[src/fss_pkg.sv]
// Package for the FIX session sequencer: item types and the codes they carry.
// Used by every module in src; depends on nothing.
package fss_pkg;

   // action codes
   localparam logic [1:0] ACT_CONNECT = 2'd0;
   localparam logic [1:0] ACT_MESSAGE = 2'd1;
   localparam logic [1:0] ACT_TICK    = 2'd2;
   localparam logic [1:0] ACT_FILL    = 2'd3;

   // inbound message kinds
   localparam logic [2:0] KIND_LOGON    = 3'd0;
   localparam logic [2:0] KIND_LOGOUT   = 3'd1;
   localparam logic [2:0] KIND_HBEAT    = 3'd2;
   localparam logic [2:0] KIND_TEST_REQ = 3'd3;
   localparam logic [2:0] KIND_ORDER    = 3'd4;
   localparam logic [2:0] KIND_CANCEL   = 3'd5;

   // outbound send kinds
   localparam logic [2:0] SEND_NONE    = 3'd0;
   localparam logic [2:0] SEND_SIGNON  = 3'd1;
   localparam logic [2:0] SEND_SIGNOFF = 3'd2;
   localparam logic [2:0] SEND_HBEAT   = 3'd3;
   localparam logic [2:0] SEND_EXEC    = 3'd4;

   // session modes
   localparam logic [1:0] MODE_WAIT   = 2'd0;
   localparam logic [1:0] MODE_ACTIVE = 2'd1;
   localparam logic [1:0] MODE_LOGOUT = 2'd2;
   localparam logic [1:0] MODE_CLOSED = 2'd3;

   // tick counters saturate here
   localparam int unsigned CNT_W = 18;
   localparam logic [CNT_W-1:0] CNT_MAX = '1;

   localparam logic [15:0] HB_RESET = 16'd30;

   typedef struct packed {
      logic [1:0]  action;
      logic [2:0]  msg_kind;
      logic [30:0] in_seq_num;
      logic        has_test_id;
   } req_type;

   typedef struct packed {
      logic [2:0]  send_kind;
      logic [31:0] send_seq;
      logic        echo_test_id;
      logic        forward_order;
      logic        seq_gap;
      logic        disconnect;
      logic [1:0]  session_mode;
   } rsp_type;

endpackage

[src/fss_core.sv]
// Session state and per-item decision logic of the FIX session sequencer.
// Depends on fss_pkg for the item types and codes.
module fss_core (
   input  logic             clock,
   input  logic             reset,
   input  logic             csr_write_enable,
   input  logic [15:0]      csr_write_data,
   input  logic             fire,
   input  fss_pkg::req_type item,
   output fss_pkg::rsp_type result
);

   logic [15:0]               hb_ff;
   logic [1:0]                mode_ff, mode_in;
   logic [31:0]               exp_seq_ff, exp_seq_in;
   logic [31:0]               out_seq_ff, out_seq_in;
   logic [fss_pkg::CNT_W-1:0] tsend_ff, tsend_in;
   logic [fss_pkg::CNT_W-1:0] trecv_ff, trecv_in;

   // work out the result and next state for the item in the input register
   always_comb begin
      logic [31:0]               seq32;
      logic [fss_pkg::CNT_W-1:0] tsend_inc, trecv_inc;
      logic                      take;
      logic [1:0]                shown;

      seq32     = {1'b0, item.in_seq_num};
      tsend_inc = (tsend_ff != fss_pkg::CNT_MAX) ? tsend_ff + 1'b1 : tsend_ff;
      trecv_inc = (trecv_ff != fss_pkg::CNT_MAX) ? trecv_ff + 1'b1 : trecv_ff;
      take      = 1'b0;

      mode_in    = mode_ff;
      exp_seq_in = exp_seq_ff;
      out_seq_in = out_seq_ff;
      tsend_in   = tsend_ff;
      trecv_in   = trecv_ff;
      result     = '0;

      if (item.action == fss_pkg::ACT_CONNECT) begin
         mode_in    = fss_pkg::MODE_WAIT;
         exp_seq_in = 32'd1;
         out_seq_in = 32'd1;
         tsend_in   = '0;
         trecv_in   = '0;
      end else if (mode_ff != fss_pkg::MODE_CLOSED) begin
         case (item.action)
            fss_pkg::ACT_MESSAGE: begin
               trecv_in = '0;
               if (seq32 != 32'd0) begin
                  result.seq_gap = (seq32 != exp_seq_ff);
                  exp_seq_in     = seq32 + 32'd1;
               end
               case (item.msg_kind)
                  fss_pkg::KIND_LOGON: begin
                     if (mode_ff == fss_pkg::MODE_WAIT) begin
                        mode_in          = fss_pkg::MODE_ACTIVE;
                        result.send_kind = fss_pkg::SEND_SIGNON;
                        take             = 1'b1;
                     end
                  end
                  fss_pkg::KIND_LOGOUT: begin
                     mode_in           = fss_pkg::MODE_LOGOUT;
                     result.send_kind  = fss_pkg::SEND_SIGNOFF;
                     result.disconnect = 1'b1;
                     take              = 1'b1;
                  end
                  fss_pkg::KIND_TEST_REQ: begin
                     result.send_kind    = fss_pkg::SEND_HBEAT;
                     result.echo_test_id = item.has_test_id;
                     take                = 1'b1;
                  end
                  fss_pkg::KIND_ORDER, fss_pkg::KIND_CANCEL: begin
                     result.forward_order = (mode_ff == fss_pkg::MODE_ACTIVE);
                  end
                  default: begin
                  end
               endcase
            end
            fss_pkg::ACT_TICK: begin
               tsend_in = tsend_inc;
               trecv_in = trecv_inc;
               if (mode_ff == fss_pkg::MODE_ACTIVE) begin
                  if (tsend_inc >= {2'b00, hb_ff}) begin
                     result.send_kind = fss_pkg::SEND_HBEAT;
                     take             = 1'b1;
                  end
                  if (trecv_inc > {1'b0, hb_ff, 1'b0}) begin
                     result.disconnect = 1'b1;
                     mode_in           = fss_pkg::MODE_CLOSED;
                  end
               end
            end
            default: begin
               if (mode_ff == fss_pkg::MODE_ACTIVE) begin
                  result.send_kind = fss_pkg::SEND_EXEC;
                  take             = 1'b1;
               end
            end
         endcase
      end

      // a send takes the next outbound number and restarts the send timer
      if (take) begin
         result.send_seq = out_seq_ff;
         out_seq_in      = out_seq_ff + 32'd1;
         tsend_in        = '0;
      end

      // a logout shows its own mode once, then the session is closed
      shown               = mode_in;
      result.session_mode = shown;
      if (shown == fss_pkg::MODE_LOGOUT) begin
         mode_in = fss_pkg::MODE_CLOSED;
      end
   end

   // hold the interval register and session state
   always_ff @(posedge clock) begin
      if (reset) begin
         hb_ff      <= fss_pkg::HB_RESET;
         mode_ff    <= fss_pkg::MODE_CLOSED;
         exp_seq_ff <= 32'd1;
         out_seq_ff <= 32'd1;
         tsend_ff   <= '0;
         trecv_ff   <= '0;
      end else begin
         if (csr_write_enable) begin
            hb_ff <= csr_write_data;
         end
         if (fire) begin
            mode_ff    <= mode_in;
            exp_seq_ff <= exp_seq_in;
            out_seq_ff <= out_seq_in;
            tsend_ff   <= tsend_in;
            trecv_ff   <= trecv_in;
         end
      end
   end

   // the stored mode is never the transient logout mode
   assert property (@(posedge clock) disable iff (reset)
      mode_ff != fss_pkg::MODE_LOGOUT)
      else $error("logout mode stored");

   // a send always advances the outbound number by one
   assert property (@(posedge clock) disable iff (reset)
      fire && result.send_kind != fss_pkg::SEND_NONE
      |=> out_seq_ff == $past(out_seq_ff) + 32'd1)
      else $error("outbound sequence not advanced");

   // a closed session ignores everything but a connect
   assert property (@(posedge clock) disable iff (reset)
      fire && mode_ff == fss_pkg::MODE_CLOSED && item.action != fss_pkg::ACT_CONNECT
      |-> result.send_kind == fss_pkg::SEND_NONE && mode_in == fss_pkg::MODE_CLOSED)
      else $error("closed session acted on an item");

endmodule

[src/fss_out_reg.sv]
// Result register of the FIX session sequencer, with valid/stall towards the receiver.
// Depends on fss_pkg for the result item type.
module fss_out_reg (
   input  logic             clock,
   input  logic             reset,
   input  logic             load_valid,
   input  fss_pkg::rsp_type load_data,
   output logic             advance,
   output logic             rsp_valid,
   input  logic             rsp_stall,
   output fss_pkg::rsp_type rsp_payload
);

   logic             valid_ff;
   fss_pkg::rsp_type data_ff;

   // advance when empty or when the held item is taken
   assign advance = !valid_ff || !rsp_stall;

   // hold the result until the receiver takes it
   always_ff @(posedge clock) begin
      if (reset) begin
         valid_ff <= 1'b0;
      end else if (advance) begin
         valid_ff <= load_valid;
      end
   end

   always_ff @(posedge clock) begin
      if (advance && load_valid) begin
         data_ff <= load_data;
      end
   end

   assign rsp_valid   = valid_ff;
   assign rsp_payload = data_ff;

endmodule

[src/fix_session_sequencer.sv]
// Top level of the FIX session sequencer: input register, session core, result register.
// Depends on fss_pkg, fss_core and fss_out_reg.
//
// Usage:
//   req_valid/req_stall/req_payload carry one item: connect, parsed inbound
//   message, tick or fill. Each item gives exactly one result item on
//   rsp_valid/rsp_stall/rsp_payload, in order.
//   csr_write_enable/csr_write_data set the heartbeat interval in ticks;
//   write it only while no item is in flight.
// Flow: an accepted item is registered in the input register, decided by the
//   session core and loaded into the result register when that register
//   advances; the receiver takes it from there.
// Throughput: one item per cycle while rsp_stall is low; the session state is
//   updated in one pass of compares and increments, so nothing in the core iterates.
// Reset: synchronous, active high. Both registers empty, session closed,
//   sequence numbers 1, tick counters 0, interval 30.
// Stall: while rsp_stall holds a waiting result, the input register keeps one
//   more item and req_stall rises only once that register is also full.
module fix_session_sequencer (
   input  logic             clock,
   input  logic             reset,
   input  logic             req_valid,
   output logic             req_stall,
   input  fss_pkg::req_type req_payload,
   output logic             rsp_valid,
   input  logic             rsp_stall,
   output fss_pkg::rsp_type rsp_payload,
   input  logic             csr_write_enable,
   input  logic [15:0]      csr_write_data
);

   logic             in_valid_ff;
   fss_pkg::req_type in_data_ff;
   logic             advance;
   logic             fire;
   fss_pkg::rsp_type result;

   assign fire      = in_valid_ff && advance;
   assign req_stall = in_valid_ff && !advance;

   // take a new item whenever the input register empties or moves on
   always_ff @(posedge clock) begin
      if (reset) begin
         in_valid_ff <= 1'b0;
      end else if (!req_stall) begin
         in_valid_ff <= req_valid;
      end
   end

   always_ff @(posedge clock) begin
      if (!req_stall && req_valid) begin
         in_data_ff <= req_payload;
      end
   end

   fss_core u_core (
      .clock            (clock),
      .reset            (reset),
      .csr_write_enable (csr_write_enable),
      .csr_write_data   (csr_write_data),
      .fire             (fire),
      .item             (in_data_ff),
      .result           (result)
   );

   fss_out_reg u_out (
      .clock       (clock),
      .reset       (reset),
      .load_valid  (in_valid_ff),
      .load_data   (result),
      .advance     (advance),
      .rsp_valid   (rsp_valid),
      .rsp_stall   (rsp_stall),
      .rsp_payload (rsp_payload)
   );

   // no send means no sequence number
   assert property (@(posedge clock) disable iff (reset)
      rsp_valid && rsp_payload.send_kind == fss_pkg::SEND_NONE |-> rsp_payload.send_seq == 32'd0)
      else $error("sequence number without a send");

   // a disconnect shows a logging out or closed session
   assert property (@(posedge clock) disable iff (reset)
      rsp_valid && rsp_payload.disconnect
      |-> rsp_payload.session_mode == fss_pkg::MODE_LOGOUT
          || rsp_payload.session_mode == fss_pkg::MODE_CLOSED)
      else $error("disconnect on an open session");

   // the input side stalls only with a full input register behind a stalled result
   assert property (@(posedge clock) disable iff (reset)
      req_stall |-> in_valid_ff && rsp_valid && rsp_stall)
      else $error("input stalled without cause");

endmodule
[config.mk]
export PLATFORM = sky130hd
export DESIGN_NAME = fix_session_sequencer
export DESIGN_NICKNAME = d
export VERILOG_FILES = /design/src/fss_pkg.sv /design/src/fss_core.sv /design/src/fss_out_reg.sv /design/src/fix_session_sequencer.sv
export SDC_FILE = /design/constraint.sdc
export NUM_CORES = 1
export LEC_CHECK = 0
export BUFFER_PORTS_ARGS = -buffer_cell sky130_fd_sc_hd__buf_4
export CORE_ASPECT_RATIO = 0.5
export CORE_MARGIN = 3
export CORE_UTILIZATION = 55
export CTS_BUF_LIST = sky130_fd_sc_hd__clkbuf_8
export DETAILED_ROUTE_END_ITERATION = 6
export HOLD_SLACK_MARGIN = 0.03
export PLACE_DENSITY = 0.86
export SYNTH_ARGS = -nofsm -noshare
export SYNTH_HDL_FRONTEND = slang
export SYNTH_HIERARCHICAL = 1
export SYNTH_SLANG_ARGS = --single-unit
[constraint.sdc]
create_clock -name clock -period 4.2 [get_ports clock]
set_input_delay 0.21 -clock clock [delete_from_list [all_inputs] [get_ports clock]]
set_output_delay 0.21 -clock clock [all_outputs]
set_load 0.005 [all_outputs]
Word level (Yosys, flattened, before mapping)

Index checks and enable logic that the tools add are counted.

Add/subtract/negate cells: 4
Magnitude comparators: 2
Bitwise logic cells: 5
Muxes and demuxes: 41
Reductions and logical operators: 29
Equality and inequality tests: 12

Operator list:

| kind                  | number |
|---|---|
| $mux 32               | 6 |
| $mux 18               | 8 |
| $add 18x1->18 const B | 2 |
| $ne 18x18->1 const B  | 2 |
| $pmux 18 s2           | 1 |
| $add 31x1->32 const B | 1 |
| $add 32x1->32 const B | 1 |
| $ne 31x32->1          | 1 |
| $reduce_bool 31->1    | 1 |
| $ge 18x16->1          | 1 |
| $gt 18x17->1          | 1 |
| $mux 2                | 7 |
| $reduce_or 4->1       | 3 |
| $mux 1                | 10 |
| $pmux 3 s3            | 1 |
| $reduce_bool 3->1     | 3 |
| $pmux 2 s2            | 2 |
| $reduce_bool 2->1     | 4 |
| $eq 3x3->1 const B    | 2 |
| $mux 3                | 2 |
| $pmux 1 s2            | 3 |
| $pmux 3 s2            | 1 |
| $reduce_and 3->1      | 2 |
| $reduce_or 2->1       | 3 |
| other kinds (13)      | 25 |

Input bits: 58
Word-level logic and storage cells: 112
Output and inout port bits: 43
Bits in registers: 198

Logic depth before layout (Yosys ltp)

Gate-level depths: netlist of the first run.

Depth in word-level cells: 10
Mapped depth: 16
Gate-level depth less buffers: 15

By module

Netlist of the first run, hierarchy kept.

Modules (own cells, without submodules):

| module                | area an instance (um2) | cells an instance | seq. area each (um2) | instances |
|---|---|---|---|---|
| fss_core              | 8008.9                 | 1022              | 2362.3               | 1 |
| fss_out_reg           | 1270.0                 | 46                | 1251.2               | 1 |
| fix_session_sequencer | 1167.4                 | 42                | 1131.1               | 1 |

Worst setup path before layout of the first run

No wires, ideal clock.

Path type: reg2reg
From: register u_core/tsend_ff[3] (netlist bit)
To: register u_out.data_ff, in the netlist u_out/rsp_payload[10], data pin
Arrival: 3425 ps
Setup time: 255 ps
Path slack: 521 ps
Period minus slack after synthesis: 3679 ps
Stages on the path, launching flop included: 16
Required time: 3945 ps
Buffers on the path: 2
Cells stage by stage: dfxtp_1 > buf_2 > nand4_1 > nor3_1 > a21oi_1 > and4_1 > xor2_1 > ha_1 > and3_1 > a221o_1 > a21oi_1 > nand4_4 > o21bai_1 > a21oi_1 > clkbuf_1 > and2_1

Word-level cells in the longest chain between the ends: 8
Elaborated cells on any way between the ends: 9
Those cells by class: add/sub (1); order compare (1); eq/ne (1); mux (6)

RTL lines:

| item                                                 | RTL line          | RTL |
|---|---|---|
| from (decl)                                          | fss_core.sv:17    | `logic [fss_pkg::CNT_W-1:0] tsend_ff, tsend_in;` |
| from (signal assigned)                               | fss_core.sv:134   | `tsend_ff <= tsend_in;` |
| $add 18x1->18 / $ne 18x18->1 (equally long branches) | fss_core.sv:28    | `tsend_inc = (tsend_ff != fss_pkg::CNT_MAX) ? tsend_ff + 1'b1 : tsend_ff;` |
| $mux 18 *                                            | fss_core.sv:28    |  |
| $ge 18x16->1 *                                       | fss_core.sv:83    | `if (tsend_inc >= {2'b00, hb_ff}) begin` |
| $mux 1 *                                             | fss_core.sv:83    |  |
| $mux 1 *                                             | fss_core.sv:82    | `if (mode_ff == fss_pkg::MODE_ACTIVE) begin` |
| $pmux 1 s2 *                                         | fss_core.sv:46    | `case (item.action)` |
| $mux 1 *                                             | fss_core.sv:45    | `end else if (mode_ff != fss_pkg::MODE_CLOSED) begin` |
| $mux 1 *                                             | fss_core.sv:39    | `if (item.action == fss_pkg::ACT_CONNECT) begin` |
| to (signal assigned)                                 | fss_out_reg.sv:31 | `data_ff <= load_data;` |
| to (decl)                                            | fss_out_reg.sv:15 | `fss_pkg::rsp_type data_ff;` |

Mark *: on every way between the ends. The rest lies on a longest branch, timed or not.
A chain may end at the register's enable or synchronous reset.

Final worst setup path of the first run

From: register u_core/tsend_ff[0] (netlist bit)
To: register u_out.data_ff, in the netlist u_out/rsp_payload[34], data pin

The elaborated chain is that of the path after synthesis.

==> results of run 1 <==
-- report_power, final --
part | leakage, nW | switching [W] | internal [W] | total [W]
Sequential | 1.70 | 0.0000524 | 0.00205 | 0.00210
Clock | 0.231 | 0.000701 | 0.000673 | 0.00137
Combinational | 2.86 | 0.000195 | 0.000165 | 0.000360
-- logic make-up after synthesis --
family,count (synthesis)
muxes,17
and+or+nand+nor,454
xor gates and xnor gates,86
buffers and inverters,94
AOI/OAI and AO/OA,220
adders and majority gates,41
DFF,198
-- path summary, 6_finish.rpt --
check | startpoint | end | slack, ps | depth (start not counted)
min reg2reg | u_core/exp_seq_ff[31] | u_core/exp_seq_ff[31] | 490 | 2
max reg2reg | u_core/tsend_ff[0] | u_out/rsp_payload[34] | 190 | 14
max | u_core/tsend_ff[0] | u_out/rsp_payload[34] | 190 | 14
min | csr_write_enable | u_core/hb_ff[1] | 160 | 3
-- cells in the final DEF (no fill, tap or decap), types with 6 or more instances in the layout --
cell type | netlist | routed
dfxtp_1 | 120 | 119
buf_4 | 0 | 118
nor2_1 | 101 | 100
nand2_1 | 86 | 86
edfxtp_1 | 78 | 78
a21oi_1 | 62 | 61
dlygate4sd3_1 | 0 | 55
xor2_1 | 54 | 54
nand3_1 | 47 | 47
and2_1 | 43 | 42
ha_1 | 41 | 41
nand4_1 | 37 | 37
a22oi_1 | 36 | 36
inv_1 | 31 | 33
xnor2_1 | 32 | 32
o21ai_0 | 32 | 32
nor4_1 | 29 | 29
or4_1 | 20 | 20
clkbuf_8 | 0 | 18
nor3_1 | 20 | 18
and3_1 | 17 | 17
o31ai_1 | 16 | 16
mux2i_1 | 15 | 15
or3_1 | 12 | 12
a21o_1 | 12 | 12
o211ai_1 | 10 | 10
and4_1 | 8 | 8
or2_2 | 6 | 6
nor3b_1 | 6 | 6
-- metal layers --
metal	track usage (%)	share of wire [%]	up-vias
li1	-	-	4346
met1	31.3	40	4425
met2	46.8	50	451
met3	4.78	7.6	81
met4	8.41	2.5	0
met5	0	0	-
-- worst max-delay path, stage by stage (launching register included) --
cell and delay [ps]:
dfxtp_1 450, ha_1 250, nand2_1 140, a21oi_1 350, and4_1 260, xor2_1 220
ha_1 290, and3_1 200, a221o_1 330, a21oi_1 270, nand4_4 210, o21bai_1 270
a21oi_1 100, buf_4 220, and2_1 190
-- sequential cells by signal, indices dropped and copies added, names as in the netlist --
signal,flops
u_out/rsp_payload,41
in_data_ff,37
u_core/exp_seq_ff,32
u_core/out_seq_ff,32
u_core/trecv_ff,18
u_core/tsend_ff,18
u_core/hb_ff,16
u_core/mode_ff,2
in_valid_ff,1
u_out/rsp_valid,1
-- layout make-up --
cell class,count,share of cell area [%]
Sequential cell,198,38.2
Inverter,33,0.997
Timing Repair Buffer,173,11.6
Clock inverter,14,1.58
Multi-Input combinational cell,818,43.1
Tap cell,252,2.54
Clock buffer,18,1.99
-- what timing repair did --
item	4_1_cts	5_1_grt
endpoints found under the hold margin	55	0
hold buffers	55	0
setup endpoints to repair	0	80
gates resized for setup	0	8
-- stage by stage --
step           hold slack (ps)  util [%]
4_1_cts                    140      68.9
3_3_place_gp               388      63.3
2_1_floorplan              282         -
5_1_grt                    162      69.0
6_report                   162      69.0
3_5_place_dp               389      63.3
==> impl_metrics.json, run 1 <==
{
  "power_density_nw_per_um2": 309,
  "placedCellCount": 1419,
  "min_path_type": "in2reg",
  "syn_avg_cell_area_um2": 9.41,
  "relSlewSlack_pct": 30.9,
  "fin_area_um2": 12400,
  "placed_cell_area_um2": 11400,
  "seqCellArea_um2": 4750,
  "grt_first_pass_wirelength_um": 43600,
  "leakagePower_nw": 4.80,
  "max_freq_mhz": 249,
  "drv_slew": 0,
  "cts_buffer_depth": 2,
  "stdcell_count": 1506,
  "cts_setup_buffers": 0,
  "multi_input_comb_area_um2": 5360,
  "via_count": 9303,
  "antenna_found_initial": 0,
  "synthesis.area_um2": 10400,
  "wl_per_cell_um": 17.6,
  "final-hold-violation-count": 0,
  "synth-compound-area-share_pct": 14.2,
  "startpoint_type": "register",
  "required_ps": 4430,
  "die_h_um": 103,
  "core_um2": 18000,
  "fin_nets": 1340,
  "portBuffers": 100,
  "wl_um": 26500,
  "ir_drop_v": 0.000212,
  "grt_pass1_vias": 8972,
  "period_share_pct": 95.5,
  "syn_inst": 1110,
  "fillerInstances": 1278,
  "synth_top_family_by_area": "simple AND/OR/NAND/NOR gates",
  "cts.reportedPaths.clkPinSlew_ps": 100,
  "yosysWarningCount": 6,
  "cts_buffers": 17,
  "status": "finished, final reports clean",
  "first_iter_violations": 1004,
  "grt-ovfl-total": 0,
  "yosys-top-cells-count": "dfxtp_1 (120), nor2_1 (101), nand2_1 (86), edfxtp_1 (78), a21oi_1 (62)",
  "yosys-top-cells-area": "dfxtp_1 (23%), edfxtp_1 (22%), ha_1 (4.9%)",
  "place.gp.congestion": 0.911,
  "htreeDepth": 4,
  "rows": 34,
  "die_w_um": 201,
  "yosys.area.top_type": "dfxtp_1",
  "synth-edff-count": 78,
  "yosys.area_share.adder_pct": 4.91,
  "setup-violations-final": 0,
  "synth_xor_xnor_area_share_pct": 7.21,
  "ant_nets": 0,
  "tightestPinTransition_ps": 1030,
  "clock-sinks": 198,
  "tns_ps": 0,
  "synth_top_area_share_pct": 23.0,
  "synthMuxAreaShare_pct": 1.65,
  "drc": 0,
  "start_util_pct": 58.1,
  "worstPathMaxFanout": 32,
  "criticalPathCategory": "reg2reg",
  "cts_tree": "built",
  "crit_path_end_kind": "register",
  "synth_seq_area_share_pct": 45.4,
  "place_ws_ps": 152,
  "vias_per_cell": 6.18,
  "gr-usage-all-layers_pct": 25.6,
  "period_needed_ps": 4010,
  "synth_cell_types": 71,
  "synthArstFlopShare_pct": 0,
  "ys_dominant_reg_cell": "dfxtp_1",
  "layout-drive-gt1-share_pct": 14.0,
  "max-cap-violations": 0,
  "dieArea_um2": 20800,
  "arrival_ps": 4240,
  "synthSimpleGateAreaFrac_pct": 22.9,
  "syn_to_final_growth_pct": 18.9,
  "synth_most_common_cell": "dfxtp_1",
  "io-pin-count": 101,
  "setup_ws_ps": 189,
  "cts-root-buf": "clkbuf_8",
  "hpwl_um": 17500,
  "syn_nets": 1209,
  "diodes": 0,
  "grt_max_degree": 91,
  "dr.pass1.iters": 6,
  "ys_ff_latch": 198,
  "finalClockSkew_ps": 16.3,
  "power_w": 0.00384,
  "clock_latency_ps": 470
}
Note: power is estimated with default switching activity, not from simulation.
==> run 2: changes to the inputs <==
--- a/config.mk
+++ b/config.mk
@@ -5,6 +5,7 @@
 export SDC_FILE = /design/constraint.sdc
 export NUM_CORES = 1
 export LEC_CHECK = 0
+export ABC_AREA = 1
 export BUFFER_PORTS_ARGS = -buffer_cell sky130_fd_sc_hd__buf_4
 export CORE_ASPECT_RATIO = 0.5
 export CORE_MARGIN = 3
==> run 2 against run 1 <==
The run now ends with design-rule violations left. Combinational power up 29%. Global-route usage fell by 0.13 points. Largest power group unchanged. Register-to-register slack better by 90 ps. Utilization shrank 2.9 points. Highest routed layer unchanged. Flip-flop and latch count did not move.
==> impl_metrics.json, run 2 <==
{
  "syn_avg_cell_area_um2": 7.67,
  "crit_path_start": "u_core/tsend_ff[0]",
  "grt-ovfl-total": 0,
  "max_freq_mhz": 255,
  "core_um2": 19800,
  "largest_reg_flops": 41,
  "synth_seq_area_share_pct": 42.0,
  "criticalPathCategory": "reg2reg",
  "wl_per_cell_um": 15.4,
  "setup-violations-final": 0,
  "clock-sinks": 198,
  "fillerInstances": 1571,
  "relSlewSlack_pct": 33.6,
  "vias_per_cell": 5.62,
  "period_share_pct": 93.3,
  "place.gp.congestion": 0.962,
  "multi_input_comb_area_um2": 5560,
  "rsz0062_at_grt": "no",
  "whs_path_depth": 3,
  "die_w_um": 209,
  "final_common_cell": "nand2_1",
  "layout_common_cells": "nand2_1 (313), inv_1 (188), nor2_1 (149)",
  "grt_max_degree": 88,
  "cp_common_cell": "nor2_1",
  "violations": "design-rule violations",
  "ys_dominant_reg_cell": "dfxtp_1",
  "power_density_nw_per_um2": 281,
  "io-pin-count": 101,
  "cts_buffer_depth": 2,
  "cts_tree": "built",
  "synth_top_area_share_pct": 21.3,
  "syn_inst": 1472,
  "tightestPinTransition_ps": 994,
  "crit_path_end_kind": "register",
  "synth_most_common_cell": "nand2_1",
  "synth-edff-count": 78,
  "slowest_delay_ps": 480,
  "antenna_found_initial": 1,
  "synthArstFlopShare_pct": 0,
  "start_util_pct": 57.0,
  "period_needed_ps": 3920,
  "min_path_type": "in2reg",
  "rows": 36,
  "cts_buffers": 17,
  "via_count": 10577,
  "synthesis.area_um2": 11300,
  "r2r_start": "u_core/tsend_ff[0]",
  "finalClockSkew_ps": 19.0,
  "layout-drive-gt1-share_pct": 11.3,
  "final-hold-violation-count": 0,
  "arrival_ps": 4330,
  "dr.pass1.iters": 7,
  "power_w": 0.00369,
  "first_iter_violations": 1137,
  "seqCellArea_um2": 4750,
  "required_ps": 4610,
  "ys_ff_latch": 198,
  "yosysWarningCount": 6,
  "reg2reg_depth": 26,
  "gr-usage-all-layers_pct": 25.5,
  "die_h_um": 107,
  "syn_to_final_growth_pct": 16.1,
  "wl_um": 28900,
  "ir_drop_v": 0.000257,
  "tns_ps": 0,
  "startpoint_type": "register",
  "grt_first_pass_wirelength_um": 47300,
  "drv_slew": 0,
  "stdcell_count": 1882,
  "clock_latency_ps": 490,
  "synth_cell_types": 50,
  "worstPathMaxFanout": 22,
  "min_from": "csr_write_data[14]",
  "grt_pass1_vias": 9978,
  "leakagePower_nw": 5.42,
  "hpwl_um": 19000,
  "dieArea_um2": 22400,
  "cts_setup_buffers": 0,
  "cts-root-buf": "clkbuf_8",
  "fin_nets": 1701,
  "max-cap-violations": 0,
  "yosys-top-cells-count": "nand2_1 (313), inv_1 (185), nor2_1 (150), a21oi_1 (132), dfxtp_1 (120)",
  "yosys-top-cells-area": "dfxtp_1 (21%), edfxtp_1 (21%), nand2_1 (10%)",
  "cts.reportedPaths.clkPinSlew_ps": 100,
  "htreeDepth": 4,
  "yosys.area.top_type": "dfxtp_1",
  "crit_slowest_cell": "dfxtp_1",
  "ant_nets": 0,
  "syn_nets": 1571,
  "placedCellCount": 1788,
  "status": "finished, violations left",
  "portBuffers": 100,
  "drc": 12
}
==> run 2: layer usage <==
layer	global-route usage, %	up-vias	routed length [um]	share of wire, %
met3	4.77	90	1880	6.5
met1	32.8	4928	12300	43
li1	-	5118	-	-
met4	10.6	0	895	3.1
met2	42.7	441	13800	48
met5	0	-	0	0
==> run 2: worst max-delay path: cells and delay by family (launching register included) <==
family | cells | cell delay [ps]
buffers and inverters | 3 | 360
xor gates and xnor gates | 1 | 200
DFF | 1 | 480
adders and majority gates | 2 | 570
and+or+nand+nor | 19 | 2080
AOI/OAI and AO/OA | 1 | 140
==> run 2: cell families after synthesis <==
group	after synthesis	synth area share, %
compound gates	190	8.93
xor+xnor	87	6.75
fa+ha+maj	41	4.54
buf+inv	248	9.36
flops	198	42.0
mux	1	0.0886
simple gates	707	28.3
==> run 2: final timing paths <==
| check | slack, ps | end |
|---|---|---|
| worst max-delay path | 280 | u_core/out_seq_ff[25] |
| worst min register to register | 480 | u_core/trecv_ff[15] |
| worst min-delay path | 60 | u_core/hb_ff[14] |
| worst max register to register | 280 | u_core/out_seq_ff[25] |
==> run 2: report_power, final <==
group	switching, W	internal, W	total [W]
Sequential	0.0000589	0.00206	0.00212
Combinational	0.000274	0.000190	0.000464
Clock	0.000678	0.000429	0.00111
==> run 2: through the flow <==
stage / hold slack (ps) / area [um^2] / utilization [%] / worst slack [ps]
6_report: 55.8 / 13100 / 66.2 / 281
5_1_grt: 43.6 / 13100 / 66.2 / 4.65
4_1_cts: 45.1 / 13100 / 65.9 / 197
3_5_place_dp: 389 / 12100 / 61.2 / 232
3_3_place_gp: 388 / 12100 / 61.2 / 457
2_1_floorplan: 272 / 11300 / - / 935
==> run 2: repair_timing <==
| item | CTS | global route |
|---|---|---|
| hold endpoints to repair | 51 | 0 |
| gates resized for setup | 0 | 7 |
| hold buffers | 60 | 0 |
| endpoints found under the setup margin | 0 | 79 |
==> run 2: final cells by class <==
cell class                      instances  share of cell area [%]
Multi-Input combinational cell       1027                    42.4
Sequential cell                       198                    36.2
Timing Repair Buffer                  170                    11.0
Inverter                              188                    5.38
Tap cell                              266                    2.54
Clock buffer                           19                    1.99
Clock inverter                         13                   0.515
Antenna cell                            1                  0.0191
==> run 3: changes to the inputs <==
--- a/config.mk
+++ b/config.mk
@@ -10,7 +10,7 @@
 export CORE_ASPECT_RATIO = 0.5
 export CORE_MARGIN = 3
 export CORE_UTILIZATION = 55
-export CTS_BUF_LIST = sky130_fd_sc_hd__clkbuf_8
+export CTS_BUF_LIST = sky130_fd_sc_hd__clkbuf_16
 export DETAILED_ROUTE_END_ITERATION = 6
 export HOLD_SLACK_MARGIN = 0.03
 export PLACE_DENSITY = 0.86
==> run 3 against run 2 <==
The flow now finishes without violations. Sequential power hardly changed. Maximum frequency is 1.2% higher. Routed wire length is 2.0% lower. First-iteration DRC count grew 4.5%. Sequential share of layout area about the same. Register-to-register slack improved by 40 ps. Setup slack improved by 45 ps. Global-route usage fell by 0.52 points. Utilization about the same. Critical path depth is the same. Clock power is 32% higher. Largest cell class unchanged.
==> impl_metrics.json, run 3 (synthesized netlist as in run 2, its figures left out) <==
{
  "placedCellCount": 1788,
  "arrival_ps": 4240,
  "period_needed_ps": 3870,
  "final-hold-violation-count": 0,
  "via_count": 10482,
  "place_ws_ps": 232,
  "dr.pass1.iters": 7,
  "crit_path_end_kind": "register",
  "syn_to_final_growth_pct": 16.1,
  "fillerInstances": 1572,
  "dieArea_um2": 22400,
  "drc": 0,
  "die_h_um": 107,
  "tns_ps": 0,
  "min_path_type": "in2reg",
  "place.gp.congestion": 0.962,
  "layout_common_cells": "nand2_1 (313), inv_1 (188), nor2_1 (149)",
  "leakagePower_nw": 5.43,
  "pwr-share-seq_pct": 52.6,
  "internal_power_w": 0.00298,
  "setup_ws_ps": 326,
  "grt_max_degree": 88,
  "grt_first_pass_wirelength_um": 46500,
  "core_um2": 19800,
  "die_w_um": 209,
  "clock_latency_ps": 440,
  "first_iter_violations": 1188,
  "swShare_pct": 26.1,
  "finalClockSkew_ps": 10.8,
  "hpwl_um": 19000,
  "cts_buffer_depth": 2,
  "start_util_pct": 57.0,
  "ir_drop_v": 0.000236,
  "netSwitchingPower_w": 0.00105,
  "relSlewSlack_pct": 32.8,
  "antenna_found_initial": 0,
  "tightestPinTransition_ps": 1010,
  "grt-ovfl-total": 0,
  "worstPathMaxFanout": 22,
  "vias_per_cell": 5.62,
  "grt_pass1_vias": 9840,
  "p_comb_share_pct": 11.1,
  "cts_tree": "built",
  "stdcell_count": 1864,
  "max_freq_mhz": 258,
  "rsz0062_at_grt": "no",
  "period_share_pct": 92.2,
  "power_density_nw_per_um2": 308,
  "cts.reportedPaths.clkPinSlew_ps": 70,
  "criticalPathCategory": "reg2reg",
  "io-pin-count": 101,
  "ant_nets": 0,
  "gr-usage-all-layers_pct": 25.0,
  "wl_um": 28400,
  "clock-sinks": 198,
  "cts_buffers": 17,
  "required_ps": 4560,
  "p_clk_share_pct": 36.4,
  "startpoint_type": "register",
  "cts_setup_buffers": 0,
  "setup-violations-final": 0,
  "htreeDepth": 4,
  "status": "finished, final reports clean",
  "portBuffers": 100,
  "placed_cell_area_um2": 12100,
  "wl_per_cell_um": 15.2,
  "cts-root-buf": "clkbuf_16",
  "fin_area_um2": 13100,
  "largest_reg_flops": 41,
  "diodes": 0,
  "layout-drive-gt1-share_pct": 11.3,
  "whs_ps": 45.0,
  "final_common_cell": "nand2_1",
  "drv_slew": 0,
  "fin_nets": 1684,
  "rows": 36,
  "max-cap-violations": 0
}
==> run 3: area by class of cell <==
cell class | count | area (um^2) | area share [%]
Multi-Input combinational cell | 1027 | 5560 | 42.4
Sequential cell | 198 | 4750 | 36.2
Timing Repair Buffer | 153 | 1270 | 9.68
Inverter | 188 | 706 | 5.38
Clock buffer | 17 | 425 | 3.24
Tap cell | 266 | 333 | 2.54
Clock inverter | 15 | 75.1 | 0.573
==> run 3: through the flow <==
stage / utilization (%) / power (W)
6_report: 66.1 / 0.00403
4_1_cts: 65.9 / 0.00402
3_3_place_gp: 61.2 / 0.00254
3_5_place_dp: 61.2 / 0.00256
5_1_grt: 66.1 / 0.00418
2_1_floorplan: - / 0.00243
==> run 3: worst max-delay path, cell delays in order (launching register included) <==
cell and delay, ps:
dfxtp_1 480, ha_1 290, inv_1 100, nor2_4 160, nand4_1 130, nor2_2 210, nor2_1 70, inv_1 70
nor2_1 50, xor2_1 200, ha_1 280, nand2_1 70, nor2_1 50, nand2_1 60, nor2_1 40, nor2_1 80
nand3_1 80, nor2_1 110, nand2_1 70, nand2_2 80, nand2_2 60, nand2_4 250, nand3_2 150, nand2_4 240
buf_12 180, nand2_1 70, a21oi_1 140
==> run 3: worst paths after layout <==
kind | startpoint | end | slack [ps] | cells after the start
setup / recovery | u_core/tsend_ff[0] | u_core/out_seq_ff[25] | 330 | 26
setup reg to reg | u_core/tsend_ff[0] | u_core/out_seq_ff[25] | 330 | 26
hold / removal | csr_write_enable | u_core/hb_ff[3] | 50 | 2
hold reg to reg | u_core/trecv_ff[15] | u_core/trecv_ff[15] | 470 | 2
==> run 3: metal layers <==
layer | GRT usage (%) | vias up | part of all wire, %
met5 | 0 | - | 0
met4 | 8.35 | 0 | 2.3
met3 | 4.69 | 81 | 7.2
met2 | 42.2 | 489 | 48
met1 | 32.7 | 4824 | 43
li1 | - | 5088 | -
==> run 3: what timing repair did <==
action,in CTS,in global routing
endpoints found under the hold margin,42,0
setup endpoints to repair,0,72
gates resized for setup,0,7
hold buffers,43,0
==> run 3: power groups by stage <==
stage	Sequential, W	Combinational, W	Clock, W
2_1_floorplan	0.00214	0.000283	0
3_3_place_gp	0.00216	0.000384	0
3_5_place_dp	0.00216	0.000396	0
4_1_cts	0.00212	0.000431	0.00147
5_1_grt	0.00213	0.000493	0.00156
6_report	0.00212	0.000446	0.00147
